`config.mk`:
```
export PLATFORM = sky130hd
export DESIGN_NAME = priority_speech_queue_pacer_core_flat
export DESIGN_NICKNAME = d
export VERILOG_FILES = /design/src/hdl/psqp_pkg.sv /design/src/hdl/psqp_in_if.sv /design/src/hdl/psqp_out_if.sv /design/src/hdl/psqp_ram.sv /design/src/hdl/priority_speech_queue_pacer_core.sv /design/src/flat_wrapper.sv
export SDC_FILE = /design/constraint.sdc
export NUM_CORES = 2
export LEC_CHECK = 0
export ABC_AREA = 0
export BUFFER_PORTS_ARGS = -buffer_cell sky130_fd_sc_hd__buf_2
export CELL_PAD_IN_SITES_DETAIL_PLACEMENT = 1
export CELL_PAD_IN_SITES_GLOBAL_PLACEMENT = 1
export CORE_ASPECT_RATIO = 1.25
export CORE_UTILIZATION = 50
export DETAILED_ROUTE_END_ITERATION = 12
export PLACE_DENSITY_LB_ADDON = 0.1
export SLEW_MARGIN = 10
export SYNTH_ARGS = -nofsm -noshare
export SYNTH_HDL_FRONTEND = slang
export SYNTH_HIERARCHICAL = 1
export SYNTH_SLANG_ARGS = --single-unit
```
`constraint.sdc`:
```
create_clock -name clk -period 7.85 [get_ports clk]
set_input_delay 2.355 -clock clk [delete_from_list [all_inputs] [get_ports clk]]
set_output_delay 2.355 -clock clk [all_outputs]
set_load 0.01 [all_outputs]
```
`src/hdl/psqp_pkg.sv`:
```
package psqp_pkg;

  localparam int QUEUE_DEPTH = 16;
  localparam int NUM_LEVELS  = 4;
  localparam int LVL_W       = $clog2(NUM_LEVELS);
  localparam int IDX_W       = $clog2(QUEUE_DEPTH);
  localparam int CNT_W       = $clog2(QUEUE_DEPTH + 1);
  localparam int ADDR_W      = $clog2(NUM_LEVELS * QUEUE_DEPTH);
  localparam int MEM_DEPTH   = NUM_LEVELS * QUEUE_DEPTH;
  localparam int TAG_W       = 16;
  localparam int LEN_W       = 10;
  localparam int ENTRY_W     = TAG_W + LEN_W;
  localparam int DT_W        = 16;
  localparam int MPC_W       = 10;
  localparam int PMS_W       = 16;
  localparam int THR_W       = 8;
  localparam int TREM_W      = LEN_W + MPC_W;
  localparam int PEL_W       = 17;
  localparam int CMP_W       = (CNT_W > THR_W) ? CNT_W : THR_W;
  localparam int CFG_DATA_W  = 16;
  localparam int CFG_IDX_W   = 2;

  localparam logic [PEL_W-1:0] PAUSE_SAT       = '1;
  localparam logic [MPC_W-1:0] MPC_RESET       = MPC_W'(100);
  localparam logic [PMS_W-1:0] PAUSE_MS_RESET  = PMS_W'(1000);
  localparam logic [THR_W-1:0] THRESH_RESET    = THR_W'(3);

  typedef enum logic [1:0] {
    STAT_QUEUED   = 2'd0,
    STAT_DROPPED  = 2'd1,
    STAT_REJECTED = 2'd2,
    STAT_TICK     = 2'd3
  } status_t;

  typedef enum logic [CFG_IDX_W-1:0] {
    CFG_MS_PER_CHAR = 2'd0,
    CFG_PAUSE_MS    = 2'd1,
    CFG_FLUSH_THR   = 2'd2
  } cfg_idx_t;

  typedef enum logic {
    FUNC_ENQUEUE = 1'b0,
    FUNC_TICK    = 1'b1
  } func_t;

  typedef enum logic {
    S_IDLE,
    S_READ
  } st_t;

endpackage

```
`src/hdl/psqp_in_if.sv`:
```
interface psqp_in_if;
  logic                          valid;
  logic                          ready;
  logic                          func;
  logic [3:0]                    level;
  logic [psqp_pkg::TAG_W-1:0]    msg_tag;
  logic [psqp_pkg::LEN_W-1:0]    msg_length;
  logic [psqp_pkg::DT_W-1:0]     dt_ms;

  modport source (output valid, func, level, msg_tag, msg_length, dt_ms, input ready);
  modport sink (input valid, func, level, msg_tag, msg_length, dt_ms, output ready);
endinterface

```
`src/hdl/psqp_out_if.sv`:
```
interface psqp_out_if;
  logic                          valid;
  logic                          ready;
  logic [1:0]                    status;
  logic                          start_speech;
  logic [psqp_pkg::TAG_W-1:0]    speech_tag;
  logic [psqp_pkg::LEN_W-1:0]    speech_length;
  logic [2:0]                    speech_level;
  logic                          speaking;
  logic                          in_pause;

  modport source (output valid, status, start_speech, speech_tag, speech_length,
                  speech_level, speaking, in_pause, input ready);
  modport sink (input valid, status, start_speech, speech_tag, speech_length,
                speech_level, speaking, in_pause, output ready);
endinterface

```
`src/hdl/psqp_ram.sv`:
```
module psqp_ram #(
  parameter int WIDTH = 8,
  parameter int DEPTH = 16
) (
  input  logic                     clk,
  input  logic                     we,
  input  logic [$clog2(DEPTH)-1:0] waddr,
  input  logic [WIDTH-1:0]         wdata,
  input  logic [$clog2(DEPTH)-1:0] raddr,
  output logic [WIDTH-1:0]         rdata
);

  logic [WIDTH-1:0] mem [DEPTH];

  always_ff @(posedge clk) begin
    if (we) begin
      mem[waddr] <= wdata;
    end
    rdata <= mem[raddr];
  end

endmodule

```
`src/hdl/priority_speech_queue_pacer_core.sv`:
```
// Enqueue beats and ticks that start no message: the result is registered straight from the accepted beat.
// Tick that starts a message: the queue memory read is registered first, then the S_READ state registers the result.
// Acceptance: a new beat is taken in S_IDLE while the result side keeps up; none is taken in S_READ.
// Reset (rst_n, synchronous): empties all queues, clears the pacing flags and timers and
// loads the register defaults; the queue memory itself is not cleared.
module priority_speech_queue_pacer_core (
  input  logic                              clk,
  input  logic                              rst_n,
  psqp_in_if.sink                           in_ch,
  psqp_out_if.source                        out_ch,
  input  logic                              cfg_we,
  input  logic [psqp_pkg::CFG_IDX_W-1:0]    cfg_index,
  input  logic [psqp_pkg::CFG_DATA_W-1:0]   cfg_wdata
);

  localparam int IW = psqp_pkg::IDX_W;
  localparam int CW = psqp_pkg::CNT_W;
  localparam int LW = psqp_pkg::LVL_W;

  psqp_pkg::st_t st_r, st_nxt;

  logic [IW-1:0] head_r [psqp_pkg::NUM_LEVELS];
  logic [IW-1:0] head_nxt [psqp_pkg::NUM_LEVELS];
  logic [CW-1:0] cnt_r [psqp_pkg::NUM_LEVELS];
  logic [CW-1:0] cnt_nxt [psqp_pkg::NUM_LEVELS];

  logic pend_r, pend_nxt;
  logic speak_r, speak_nxt;
  logic pause_r, pause_nxt;
  logic [psqp_pkg::TREM_W-1:0] trem_r, trem_nxt;
  logic [psqp_pkg::PEL_W-1:0]  pel_r, pel_nxt;

  logic [psqp_pkg::MPC_W-1:0] mpc_r;
  logic [psqp_pkg::PMS_W-1:0] pms_r;
  logic [psqp_pkg::THR_W-1:0] thr_r;

  logic [2:0] sel_lvl_r, sel_lvl_nxt;

  logic                        out_valid_r, out_valid_nxt;
  logic [1:0]                  status_r, status_nxt;
  logic                        start_r, start_nxt;
  logic [psqp_pkg::TAG_W-1:0]  tag_r, tag_nxt;
  logic [psqp_pkg::LEN_W-1:0]  len_r, len_nxt;
  logic [2:0]                  lvl_r, lvl_nxt;
  logic                        ospk_r, ospk_nxt;
  logic                        opause_r, opause_nxt;

  logic                             mem_we;
  logic [psqp_pkg::ADDR_W-1:0]      mem_waddr;
  logic [psqp_pkg::ENTRY_W-1:0]     mem_wdata;
  logic [psqp_pkg::ADDR_W-1:0]      mem_raddr;
  logic [psqp_pkg::ENTRY_W-1:0]     mem_rdata;

  logic acc;
  logic cnt_ok;

  function automatic logic [IW-1:0] wrap_add(input logic [IW-1:0] a, input logic [CW-1:0] b);
    logic [CW:0] s;
    s = (CW+1)'(a) + (CW+1)'(b);
    if (s >= (CW+1)'(psqp_pkg::QUEUE_DEPTH)) begin
      s = s - (CW+1)'(psqp_pkg::QUEUE_DEPTH);
    end
    return s[IW-1:0];
  endfunction

  function automatic logic [psqp_pkg::ADDR_W-1:0] slot_addr(input logic [LW-1:0] q,
                                                            input logic [IW-1:0] idx);
    return psqp_pkg::ADDR_W'(q) * psqp_pkg::ADDR_W'(psqp_pkg::QUEUE_DEPTH)
         + psqp_pkg::ADDR_W'(idx);
  endfunction

  psqp_ram #(
    .WIDTH (psqp_pkg::ENTRY_W),
    .DEPTH (psqp_pkg::MEM_DEPTH)
  ) u_store (
    .clk   (clk),
    .we    (mem_we),
    .waddr (mem_waddr),
    .wdata (mem_wdata),
    .raddr (mem_raddr),
    .rdata (mem_rdata)
  );

  assign in_ch.ready = (st_r == psqp_pkg::S_IDLE) && (!out_valid_r || out_ch.ready);
  assign acc = in_ch.valid && in_ch.ready;

  assign out_ch.valid         = out_valid_r;
  assign out_ch.status        = status_r;
  assign out_ch.start_speech  = start_r;
  assign out_ch.speech_tag    = tag_r;
  assign out_ch.speech_length = len_r;
  assign out_ch.speech_level  = lvl_r;
  assign out_ch.speaking      = ospk_r;
  assign out_ch.in_pause      = opause_r;

  always_comb begin
    logic [LW-1:0]              q;
    logic [IW-1:0]              qhead;
    logic [CW-1:0]              qcnt;
    logic                       lvl_ok;
    logic [psqp_pkg::PEL_W:0]   psum;
    logic                       found;
    logic [LW-1:0]              sq;
    logic [CW-1:0]              left;

    st_nxt        = st_r;
    head_nxt      = head_r;
    cnt_nxt       = cnt_r;
    pend_nxt      = pend_r;
    speak_nxt     = speak_r;
    pause_nxt     = pause_r;
    trem_nxt      = trem_r;
    pel_nxt       = pel_r;
    sel_lvl_nxt   = sel_lvl_r;
    out_valid_nxt = out_valid_r && !out_ch.ready;
    status_nxt    = status_r;
    start_nxt     = start_r;
    tag_nxt       = tag_r;
    len_nxt       = len_r;
    lvl_nxt       = lvl_r;
    ospk_nxt      = ospk_r;
    opause_nxt    = opause_r;
    mem_we        = 1'b0;
    mem_waddr     = '0;
    mem_wdata     = {in_ch.msg_tag, in_ch.msg_length};
    mem_raddr     = '0;

    q      = LW'(in_ch.level - 4'd1);
    qhead  = head_r[q];
    qcnt   = cnt_r[q];
    lvl_ok = (in_ch.level >= 4'd1) && (in_ch.level <= 4'(psqp_pkg::NUM_LEVELS));
    psum   = '0;
    found  = 1'b0;
    sq     = '0;
    left   = '0;

    unique case (st_r)
      psqp_pkg::S_IDLE: begin
        if (acc) begin
          start_nxt = 1'b0;
          tag_nxt   = '0;
          len_nxt   = '0;
          lvl_nxt   = '0;
          if (in_ch.func == psqp_pkg::FUNC_ENQUEUE) begin
            out_valid_nxt = 1'b1;
            ospk_nxt      = speak_r;
            opause_nxt    = pause_r;
            if (!lvl_ok) begin
              status_nxt = psqp_pkg::STAT_REJECTED;
            end else if (qcnt >= CW'(psqp_pkg::QUEUE_DEPTH)) begin
              status_nxt  = psqp_pkg::STAT_DROPPED;
              mem_we      = 1'b1;
              mem_waddr   = slot_addr(q, qhead);
              head_nxt[q] = wrap_add(qhead, CW'(1));
            end else begin
              status_nxt = psqp_pkg::STAT_QUEUED;
              mem_we     = 1'b1;
              mem_waddr  = slot_addr(q, wrap_add(qhead, qcnt));
              cnt_nxt[q] = qcnt + CW'(1);
            end
          end else begin
            status_nxt = psqp_pkg::STAT_TICK;
            if (pause_r) begin
              psum    = (psqp_pkg::PEL_W+1)'(pel_r) + (psqp_pkg::PEL_W+1)'(in_ch.dt_ms);
              pel_nxt = (psum > (psqp_pkg::PEL_W+1)'(psqp_pkg::PAUSE_SAT)) ?
                        psqp_pkg::PAUSE_SAT : psum[psqp_pkg::PEL_W-1:0];
              if (pel_nxt > psqp_pkg::PEL_W'(pms_r)) begin
                pause_nxt = 1'b0;
              end
            end
            if (pend_r) begin
              speak_nxt = 1'b1;
              pend_nxt  = 1'b0;
            end
            if (speak_nxt) begin
              if (psqp_pkg::TREM_W'(in_ch.dt_ms) > trem_r) begin
                trem_nxt  = '0;
                speak_nxt = 1'b0;
                pause_nxt = 1'b1;
                pel_nxt   = '0;
              end else begin
                trem_nxt = trem_r - psqp_pkg::TREM_W'(in_ch.dt_ms);
              end
            end else if (!pause_nxt) begin
              for (int i = 0; i < psqp_pkg::NUM_LEVELS; i++) begin
                if (!found && cnt_r[psqp_pkg::NUM_LEVELS-1-i] != '0) begin
                  found = 1'b1;
                  sq    = LW'(psqp_pkg::NUM_LEVELS - 1 - i);
                end
              end
              if (found) begin
                mem_raddr    = slot_addr(sq, head_r[sq]);
                head_nxt[sq] = wrap_add(head_r[sq], CW'(1));
                left         = cnt_r[sq] - CW'(1);
                cnt_nxt[sq]  = left;
                if (sq == '0 && psqp_pkg::CMP_W'(left) > psqp_pkg::CMP_W'(thr_r)) begin
                  cnt_nxt[0]  = '0;
                  head_nxt[0] = '0;
                end
                pend_nxt    = 1'b1;
                sel_lvl_nxt = 3'(sq) + 3'd1;
                st_nxt      = psqp_pkg::S_READ;
              end
            end
            if (!found) begin
              out_valid_nxt = 1'b1;
              ospk_nxt      = speak_nxt;
              opause_nxt    = pause_nxt;
            end
          end
        end
      end
      psqp_pkg::S_READ: begin
        trem_nxt      = psqp_pkg::TREM_W'(mem_rdata[psqp_pkg::LEN_W-1:0])
                      * psqp_pkg::TREM_W'(mpc_r);
        out_valid_nxt = 1'b1;
        status_nxt    = psqp_pkg::STAT_TICK;
        start_nxt     = 1'b1;
        tag_nxt       = mem_rdata[psqp_pkg::ENTRY_W-1:psqp_pkg::LEN_W];
        len_nxt       = mem_rdata[psqp_pkg::LEN_W-1:0];
        lvl_nxt       = sel_lvl_r;
        ospk_nxt      = speak_r;
        opause_nxt    = pause_r;
        st_nxt        = psqp_pkg::S_IDLE;
      end
      default: st_nxt = psqp_pkg::S_IDLE;
    endcase
  end

  always_ff @(posedge clk) begin
    if (!rst_n) begin
      st_r        <= psqp_pkg::S_IDLE;
      out_valid_r <= 1'b0;
      pend_r      <= 1'b0;
      speak_r     <= 1'b0;
      pause_r     <= 1'b0;
      trem_r      <= '0;
      pel_r       <= '0;
      sel_lvl_r   <= '0;
      for (int i = 0; i < psqp_pkg::NUM_LEVELS; i++) begin
        head_r[i] <= '0;
        cnt_r[i]  <= '0;
      end
    end else begin
      st_r        <= st_nxt;
      out_valid_r <= out_valid_nxt;
      pend_r      <= pend_nxt;
      speak_r     <= speak_nxt;
      pause_r     <= pause_nxt;
      trem_r      <= trem_nxt;
      pel_r       <= pel_nxt;
      sel_lvl_r   <= sel_lvl_nxt;
      head_r      <= head_nxt;
      cnt_r       <= cnt_nxt;
    end
  end

  always_ff @(posedge clk) begin
    status_r <= status_nxt;
    start_r  <= start_nxt;
    tag_r    <= tag_nxt;
    len_r    <= len_nxt;
    lvl_r    <= lvl_nxt;
    ospk_r   <= ospk_nxt;
    opause_r <= opause_nxt;
  end

  always_ff @(posedge clk) begin
    if (!rst_n) begin
      mpc_r <= psqp_pkg::MPC_RESET;
      pms_r <= psqp_pkg::PAUSE_MS_RESET;
      thr_r <= psqp_pkg::THRESH_RESET;
    end else if (cfg_we) begin
      unique case (cfg_index)
        psqp_pkg::CFG_MS_PER_CHAR: mpc_r <= cfg_wdata[psqp_pkg::MPC_W-1:0];
        psqp_pkg::CFG_PAUSE_MS:    pms_r <= cfg_wdata[psqp_pkg::PMS_W-1:0];
        psqp_pkg::CFG_FLUSH_THR:   thr_r <= cfg_wdata[psqp_pkg::THR_W-1:0];
        default: ;
      endcase
    end
  end

  always_comb begin
    cnt_ok = 1'b1;
    for (int i = 0; i < psqp_pkg::NUM_LEVELS; i++) begin
      if (cnt_r[i] > CW'(psqp_pkg::QUEUE_DEPTH)) begin
        cnt_ok = 1'b0;
      end
    end
  end

`ifndef SYNTHESIS
  a_read_after_tick: assert property (@(posedge clk) disable iff (!rst_n)
    st_r == psqp_pkg::S_READ |-> $past(acc && in_ch.func == psqp_pkg::FUNC_TICK))
    else $error("queue read without a tick beat");

  a_read_one_cycle: assert property (@(posedge clk) disable iff (!rst_n)
    st_r == psqp_pkg::S_READ |=> out_valid_r && start_r && st_r == psqp_pkg::S_IDLE)
    else $error("selected message not presented after read");

  a_count_bound: assert property (@(posedge clk) disable iff (!rst_n) cnt_ok)
    else $error("queue count beyond depth");

  a_speak_pause_excl: assert property (@(posedge clk) disable iff (!rst_n)
    !(speak_r && pause_r) && !(pend_r && pause_r))
    else $error("speaking and pause overlap");
`endif

endmodule
```
`src/flat_wrapper.sv`:
```
// flat-port wrapper written by rule: the top's interface ports become plain ports
module priority_speech_queue_pacer_core_flat 
  (clk, rst_n, cfg_we, cfg_index, cfg_wdata, in_ch_valid, in_ch_func, in_ch_level, in_ch_msg_tag, in_ch_msg_length, in_ch_dt_ms, in_ch_ready, out_ch_valid, out_ch_status, out_ch_start_speech, out_ch_speech_tag, out_ch_speech_length, out_ch_speech_level, out_ch_speaking, out_ch_in_pause, out_ch_ready);
  psqp_in_if in_ch_i ();
  psqp_out_if out_ch_i ();
  input  logic clk;
  input  logic rst_n;
  input  logic cfg_we;
  input  logic [psqp_pkg::CFG_IDX_W-1:0] cfg_index;
  input  logic [psqp_pkg::CFG_DATA_W-1:0] cfg_wdata;
  input wire logic [$bits(in_ch_i.valid)-1:0] in_ch_valid;
  input wire logic [$bits(in_ch_i.func)-1:0] in_ch_func;
  input wire logic [$bits(in_ch_i.level)-1:0] in_ch_level;
  input wire logic [$bits(in_ch_i.msg_tag)-1:0] in_ch_msg_tag;
  input wire logic [$bits(in_ch_i.msg_length)-1:0] in_ch_msg_length;
  input wire logic [$bits(in_ch_i.dt_ms)-1:0] in_ch_dt_ms;
  output wire logic [$bits(in_ch_i.ready)-1:0] in_ch_ready;
  output wire logic [$bits(out_ch_i.valid)-1:0] out_ch_valid;
  output wire logic [$bits(out_ch_i.status)-1:0] out_ch_status;
  output wire logic [$bits(out_ch_i.start_speech)-1:0] out_ch_start_speech;
  output wire logic [$bits(out_ch_i.speech_tag)-1:0] out_ch_speech_tag;
  output wire logic [$bits(out_ch_i.speech_length)-1:0] out_ch_speech_length;
  output wire logic [$bits(out_ch_i.speech_level)-1:0] out_ch_speech_level;
  output wire logic [$bits(out_ch_i.speaking)-1:0] out_ch_speaking;
  output wire logic [$bits(out_ch_i.in_pause)-1:0] out_ch_in_pause;
  input wire logic [$bits(out_ch_i.ready)-1:0] out_ch_ready;
  assign in_ch_i.valid = in_ch_valid;
  assign in_ch_i.func = in_ch_func;
  assign in_ch_i.level = in_ch_level;
  assign in_ch_i.msg_tag = in_ch_msg_tag;
  assign in_ch_i.msg_length = in_ch_msg_length;
  assign in_ch_i.dt_ms = in_ch_dt_ms;
  assign in_ch_ready = in_ch_i.ready;
  assign out_ch_valid = out_ch_i.valid;
  assign out_ch_status = out_ch_i.status;
  assign out_ch_start_speech = out_ch_i.start_speech;
  assign out_ch_speech_tag = out_ch_i.speech_tag;
  assign out_ch_speech_length = out_ch_i.speech_length;
  assign out_ch_speech_level = out_ch_i.speech_level;
  assign out_ch_speaking = out_ch_i.speaking;
  assign out_ch_in_pause = out_ch_i.in_pause;
  assign out_ch_i.ready = out_ch_ready;
  priority_speech_queue_pacer_core u_core (.clk(clk), .rst_n(rst_n), .in_ch(in_ch_i), .out_ch(out_ch_i), .cfg_we(cfg_we), .cfg_index(cfg_index), .cfg_wdata(cfg_wdata));
endmodule
```
Word level (Yosys, flattened, before mapping). Memory sizes are Yosys's and may differ from the RTL's. A register that Yosys moved wholly into a read port is not among the register bits. Index checks and enable logic that the tools add are counted.

Add/subtract/negate cells: 15. $mul: 1. Bitwise logic cells: 5. Muxes and demuxes: 165. $lt $le $gt $ge: 14. Reduce and logical (&&, ||, !) cells: 33. Equality and inequality tests: 10.

Operators with widths (number): $mux W20 (10); $mux W16 (7); $mux W4 (26); $mux W17 (4); $mux W6 (11); $mux W1 (64); $bwmux W20 (2); $pmux W20 S2 (1); $mux W5 (7); $bwmux W16 (2); $pmux W16 S2 (1); $mux W2 (12); $bmux W5 S2 (2); $demux W5 S2 (2); $gt A16 B20 Y1 (1); $mul A10 B10 Y20 (1); $pmux W10 S2 (1); $reduce_bool A5 Y1 (4); $sub A20 B16 Y20 (1); $add A17 B16 Y18 (1); $add A6 B4 Y6 (3); $gt A18 B17 Y1 const B (1); $gt A17 B16 Y1 (1); $bmux W4 S2 (2); other kinds (36) (76).

Memories kept: 1. Input bits: 70. Memory bits (writable): 1664. Bits in registers: 149. Logic and storage cells: 270.

Memories: u_core.u_store.mem (depth 64, bits a word 26, read ports 1, clocked after memory_dff 1, write ports 1, line psqp_ram.sv:13) `logic [WIDTH-1:0] mem [DEPTH];`.

Longest topological paths before layout.
Depth in word-level cells: 57. Depth in mapped cells: 30. Mapped depth without buffers: 24.

Cells and area by module. The synthesis kept the hierarchy.

By module, submodules not included: psqp_ram (area an instance 64235.4 um^2, cells an instance 2827, instances 1); priority_speech_queue_pacer_core (area an instance 12733.5 um^2, cells an instance 1485, instances 1).

Least setup slack after synthesis. Ideal clock, no wire load.

Kind: input port to flip-flop. From: in in_ch_dt_ms[10]. To: reg u_core.u_store.rdata[23], read port of u_core.u_store.mem. Setup time: 0.115 ns. Stages on the path: 28. Arrival: 7.546 ns. Setup slack: 0.189 ns. Required time: 7.735 ns. Cell sequence: ha_1 -> a211oi_1 -> nor2_1 -> a311oi_1 -> nand2_1 -> o21bai_1 -> clkbuf_1 -> nand2_1 -> ha_1 -> a211o_1 -> o211ai_1 -> a21oi_1 -> or4b_1 -> a21oi_1 -> nand3_1 -> clkbuf_1 -> nand2_1 -> nor2_1 -> buf_6 -> buf_6 -> buf_6 -> buf_6 -> nor2_1 -> buf_2 -> a221oi_1 -> a221oi_1 -> a31oi_1 -> o21a_1.

Cells in the longest elaborated chain, start to end: 14.

RTL lines: start: declaration (line flat_wrapper.sv:16) `input wire logic [$bits(in_ch_i.dt_ms)-1:0] in_ch_dt_ms;`; $add A17 B16 Y18 (*) (line priority_speech_queue_pacer_core.sv:164) `psum = (psqp_pkg::PEL_W+1)'(pel_r) + (psqp_pkg::PEL_W+1)'(in_ch.dt_ms);`; $gt A18 B17 Y1 (line priority_speech_queue_pacer_core.sv:165) `pel_nxt = (psum > (psqp_pkg::PEL_W+1)'(psqp_pkg::PAUSE_SAT)) ?`; $mux W17 (*) (line priority_speech_queue_pacer_core.sv:165); $gt A17 B16 Y1 (*) (line priority_speech_queue_pacer_core.sv:167) `if (pel_nxt > psqp_pkg::PEL_W'(pms_r)) begin`; $mux W1 (*) (line priority_speech_queue_pacer_core.sv:167); $mux W1 (*) (line priority_speech_queue_pacer_core.sv:163) `if (pause_r) begin`; $mux W1 (*) (line priority_speech_queue_pacer_core.sv:144) `if (in_ch.func == psqp_pkg::FUNC_ENQUEUE) begin`; $mux W1 (*) (line priority_speech_queue_pacer_core.sv:139) `if (acc) begin`; $mux W1 (*) (line priority_speech_queue_pacer_core.sv:137) `unique case (st_r)`; $mux W6 (*) (line priority_speech_queue_pacer_core.sv:184) `end else if (!pause_nxt) begin`; $mux W6 (*) (line priority_speech_queue_pacer_core.sv:175) `if (speak_nxt) begin`; $mux W6 (*) (line priority_speech_queue_pacer_core.sv:144); $mux W6 (*) (line priority_speech_queue_pacer_core.sv:139); $mux W6 (*) (line priority_speech_queue_pacer_core.sv:137); named net u_core.mem_raddr (one bit) (line priority_speech_queue_pacer_core.sv:51) `logic [psqp_pkg::ADDR_W-1:0] mem_raddr;`; end: declaration (line psqp_ram.sv:10) `output logic [WIDTH-1:0] rdata`.

The timed path passes the listed nets; every way through them passes the cells marked *. The select of a mux whose other input is x is not followed. A chain may end at the register's enable or synchronous reset.

Final worst setup path.
From: in in_ch_dt_ms[10]. To: reg u_core.u_store.rdata[19], read port of u_core.u_store.mem.

Same word-level chain as after synthesis.

==> run summary <==
Netlist cell types: 92
DP Wirelength: 140000 um
commonest non-fill, non-tap cell in the layout: edfxtp_1
first-pass detailed-route iteration total: 5
CP Class: input pin to flop
hold_buf cts: 0
most frequent cells in the layout: edfxtp_1 (1698), mux4_2 (394), buf_4 (384)
clk slew on worst S/H paths: 0.06 ns
Post-synth EDFFs: 1698
Die Y: 441 um
share of layout cells above drive strength 1: 0.284
Period Utilization, post-route: 0.962
# H-tree levels: 4
Final Util: 0.591
non-filler instance count after layout: 7023
die footprint: 156000 um^2
Synthesized Nets: 4567
vias per cell: 6.16
Synth Flop Type: edfxtp_1
# nets final: 5099
Core Area: 153000 um^2
fmax: 132 MHz
largest net degree at the start of global routing: 78
Mapped Cells: 4312
area of the mapped netlist: 77000 um^2
first-pass GRT wire length: 315000 um
top cells by area, synth: edfxtp_1 (66%), mux4_2 (12%), dfxtp_1 (3.7%), ha_1 (2.0%), mux2i_1 (1.8%)
Startpoint Class: input pin
area post-placement: 84000 um^2
min Tclk post-route: 7.55 ns
Slew Viols, Final: 0
Hold Path Class: flop to flop
DRT Wirelength: 217000 um
TritonCTS Buffers: 179
Routed Antenna Nets: 0
Clock Tree Buf Depth: 3
Final Skew: 0.0274 ns
endpoint class of the critical path: flop
Final setup violation count: 0
CTS Root Cell: clkbuf_16
DIE WIDTH: 353 um
crit path DAT: 8.24 ns
area grow syn2layout: 17.1%
worst vdd ir: 240 uV
I/O Buffers: 105
synth warn: 6
Relative slew margins: 0.190
outcome: complete, no violations
vias: 43200
Final Hold Vio Count: 0
# rows: 160
CTS tree: yes
register area share after synthesis: 0.699
RSZ-0062 raised after global routing: false
# IOs: 106
P per Cell Area: 231 nW/um^2
Initial Util: 0.505
DR iter-0 viols: 3642
mean routed wirelength per cell: 30.8 um
GRT overflow: 0
FFs w/ async S/R, synth: 0
Max Cap Violations: 0
initial antenna violation count: 14
worst slew pin tran: 1.21 ns
fill cell count: 13500
Yosys top cell area share: 0.662
post-synthesis register bit count: 1839
CTS sink cnt: 1839
Worst EP required: 8.54 ns
DP Cell Count: 6687
Placer Congestion: 0.846
post-synth top area cell: edfxtp_1
clk_lat worst skew: 0.83 ns
leak pwr: 30.0 nW
vias in the first global route: 45700
Synth Area per Inst: 17.8 um^2
drt drc: 0
all-layer global routing usage: 0.281
largest fanout on the critical path: 16
final instance area: 90100 um^2
-- sequential cells by signal, summed over array words and instances, names as in the netlist --
name	cells
u_core/speak_r	1
u_core/st_r	1
u_core/pause_r	1
u_core/out_ch.speaking	1
u_core/out_ch.start_speech	1
u_core/u_store/rdata	26
u_core/out_ch.speech_length	10
u_core/trem_r	20
u_core/thr_r	8
u_core/out_ch.in_pause	1
u_core/out_ch.speech_tag	16
u_core/out_ch.status	2
u_core/cnt_r	20
u_core/pend_r	1
u_core/u_store/mem	1664
u_core/head_r	16
u_core/pms_r	16
u_core/mpc_r	10
u_core/out_ch.speech_level	3
u_core/out_ch.valid	1
u_core/sel_lvl_r	3
u_core/pel_r	17
-- where the power goes --
part	internal, mW	leakage [nW]	switching, mW
registers	10.7	16.4	0.0542
clock network	5.01	2.93	3.77
logic	0.432	10.6	0.768
-- timing repair --
| action | 4_1_cts | 5_1_grt |
|---|---|---|
| buffers inserted | 0 | 0 |
| resized for setup | 0 | 13 |
| endpoints found under the setup margin | 0 | 25 |
-- cells by family after synthesis --
logic type                 share of synthesized area
and+or+nand+nor                               0.0448
muxes                                          0.142
AOI/OAI and AO/OA                             0.0518
buffers and inverters                         0.0214
DFF                                            0.699
xor gates and xnor gates                     0.00488
adders and majority gates                     0.0364
-- worst max-delay path, cell delays in order --
cell and delay (ns):
buf_2 0.12, ha_1 0.33, a211oi_1 0.24, nor2_1 0.10
a311oi_2 0.34, nand2_1 0.16, o21ba_2 0.27, nor2_1 0.10
o311ai_0 0.14, buf_4 0.18, ha_1 0.30, nand4_1 0.14
or3_1 0.40, a31oi_1 0.15, or4b_1 0.13, a21oi_1 0.08
nand3_1 0.12, nand2_1 0.13, buf_12 0.17, nor2_4 0.15
buf_12 0.19, buf_4 0.29, buf_8 0.26, mux4_2 0.54
mux2_2 0.29, o22ai_1 0.37, o21ai_1 0.14
-- cell type report --
| type | count | area, um^2 | share of cell area |
|---|---|---|---|
| flip-flops and latches | 1839 | 53800 | 0.597 |
| multi-input cells | 2107 | 22000 | 0.245 |
| repair buffers | 574 | 5200 | 0.0577 |
| clock buffers | 222 | 4780 | 0.0531 |
| well taps | 2025 | 2530 | 0.0281 |
| clock inverters | 112 | 1210 | 0.0134 |
| inverters | 143 | 537 | 0.00596 |
| diodes | 1 | 2.50 | 0.0000278 |
-- worst paths after layout --
check	slack, ns	endpoint	cells past startpoint	startpoint
hold reg to reg	0.47	u_core/pms_r[1]$_SDFFE_PN0P_	2	u_core/pms_r[1]$_SDFFE_PN0P_
setup reg to reg	1.54	u_core/u_store/rdata[19]$_DFF_P_	27	u_core/pel_r[0]$_SDFFE_PN0P_
setup / recovery	0.30	u_core/u_store/rdata[19]$_DFF_P_	27	in_ch_dt_ms[10]
hold / removal	0.47	u_core/pms_r[1]$_SDFFE_PN0P_	2	u_core/pms_r[1]$_SDFFE_PN0P_
-- per-layer routing --
layer,GRT usage,vias up,wire length (um),share of wire
met3,0.0355,334,11900,0.055
met5,0,-,54,0.00025
met4,0.0879,8,6270,0.029
met2,0.502,1397,113000,0.52
met1,0.357,23200,85200,0.39
li1,-,18400,-,-
-- per-stage QoR --
stage          setup TNS, ns  setup WS, ns  power, mW  hold slack, ns
2_1_floorplan              0         0.189       11.6           0.435
3_3_place_gp          -12.29        -0.592       12.2           0.445
3_5_place_dp          -15.74        -0.761       12.2           0.458
4_1_cts                    0        0.0562       20.9           0.468
5_1_grt                    0       0.00374       21.3           0.488
6_report                   0         0.302       20.8           0.466
-- cell usage after synthesis, drive strengths merged, types with 5 or more instances --
library cell / number
o21ai: 73
a311oi: 8
buf: 111
nor3: 17
a31oi: 28
ha: 120
or3b: 5
o21a: 25
edfxtp: 1698
nand3: 51
mux2: 58
clkbuf: 112
fa: 65
xnor2: 22
a221o: 5
a22oi: 36
o211ai: 13
and3: 33
or2: 12
o31ai: 7
nand2b: 14
nand4: 7
o21bai: 9
xor2: 20
a21oi: 106
a221oi: 67
and2: 78
nor2: 171
mux4: 394
a21o: 18
o221a: 6
nand3b: 9
nand2: 255
a22o: 16
a211oi: 34
dfxtp: 141
mux2i: 137
or3: 17
o22ai: 82
nor4: 8
inv: 143
nor2b: 22
Note: power is estimated with default switching activity, not from simulation.
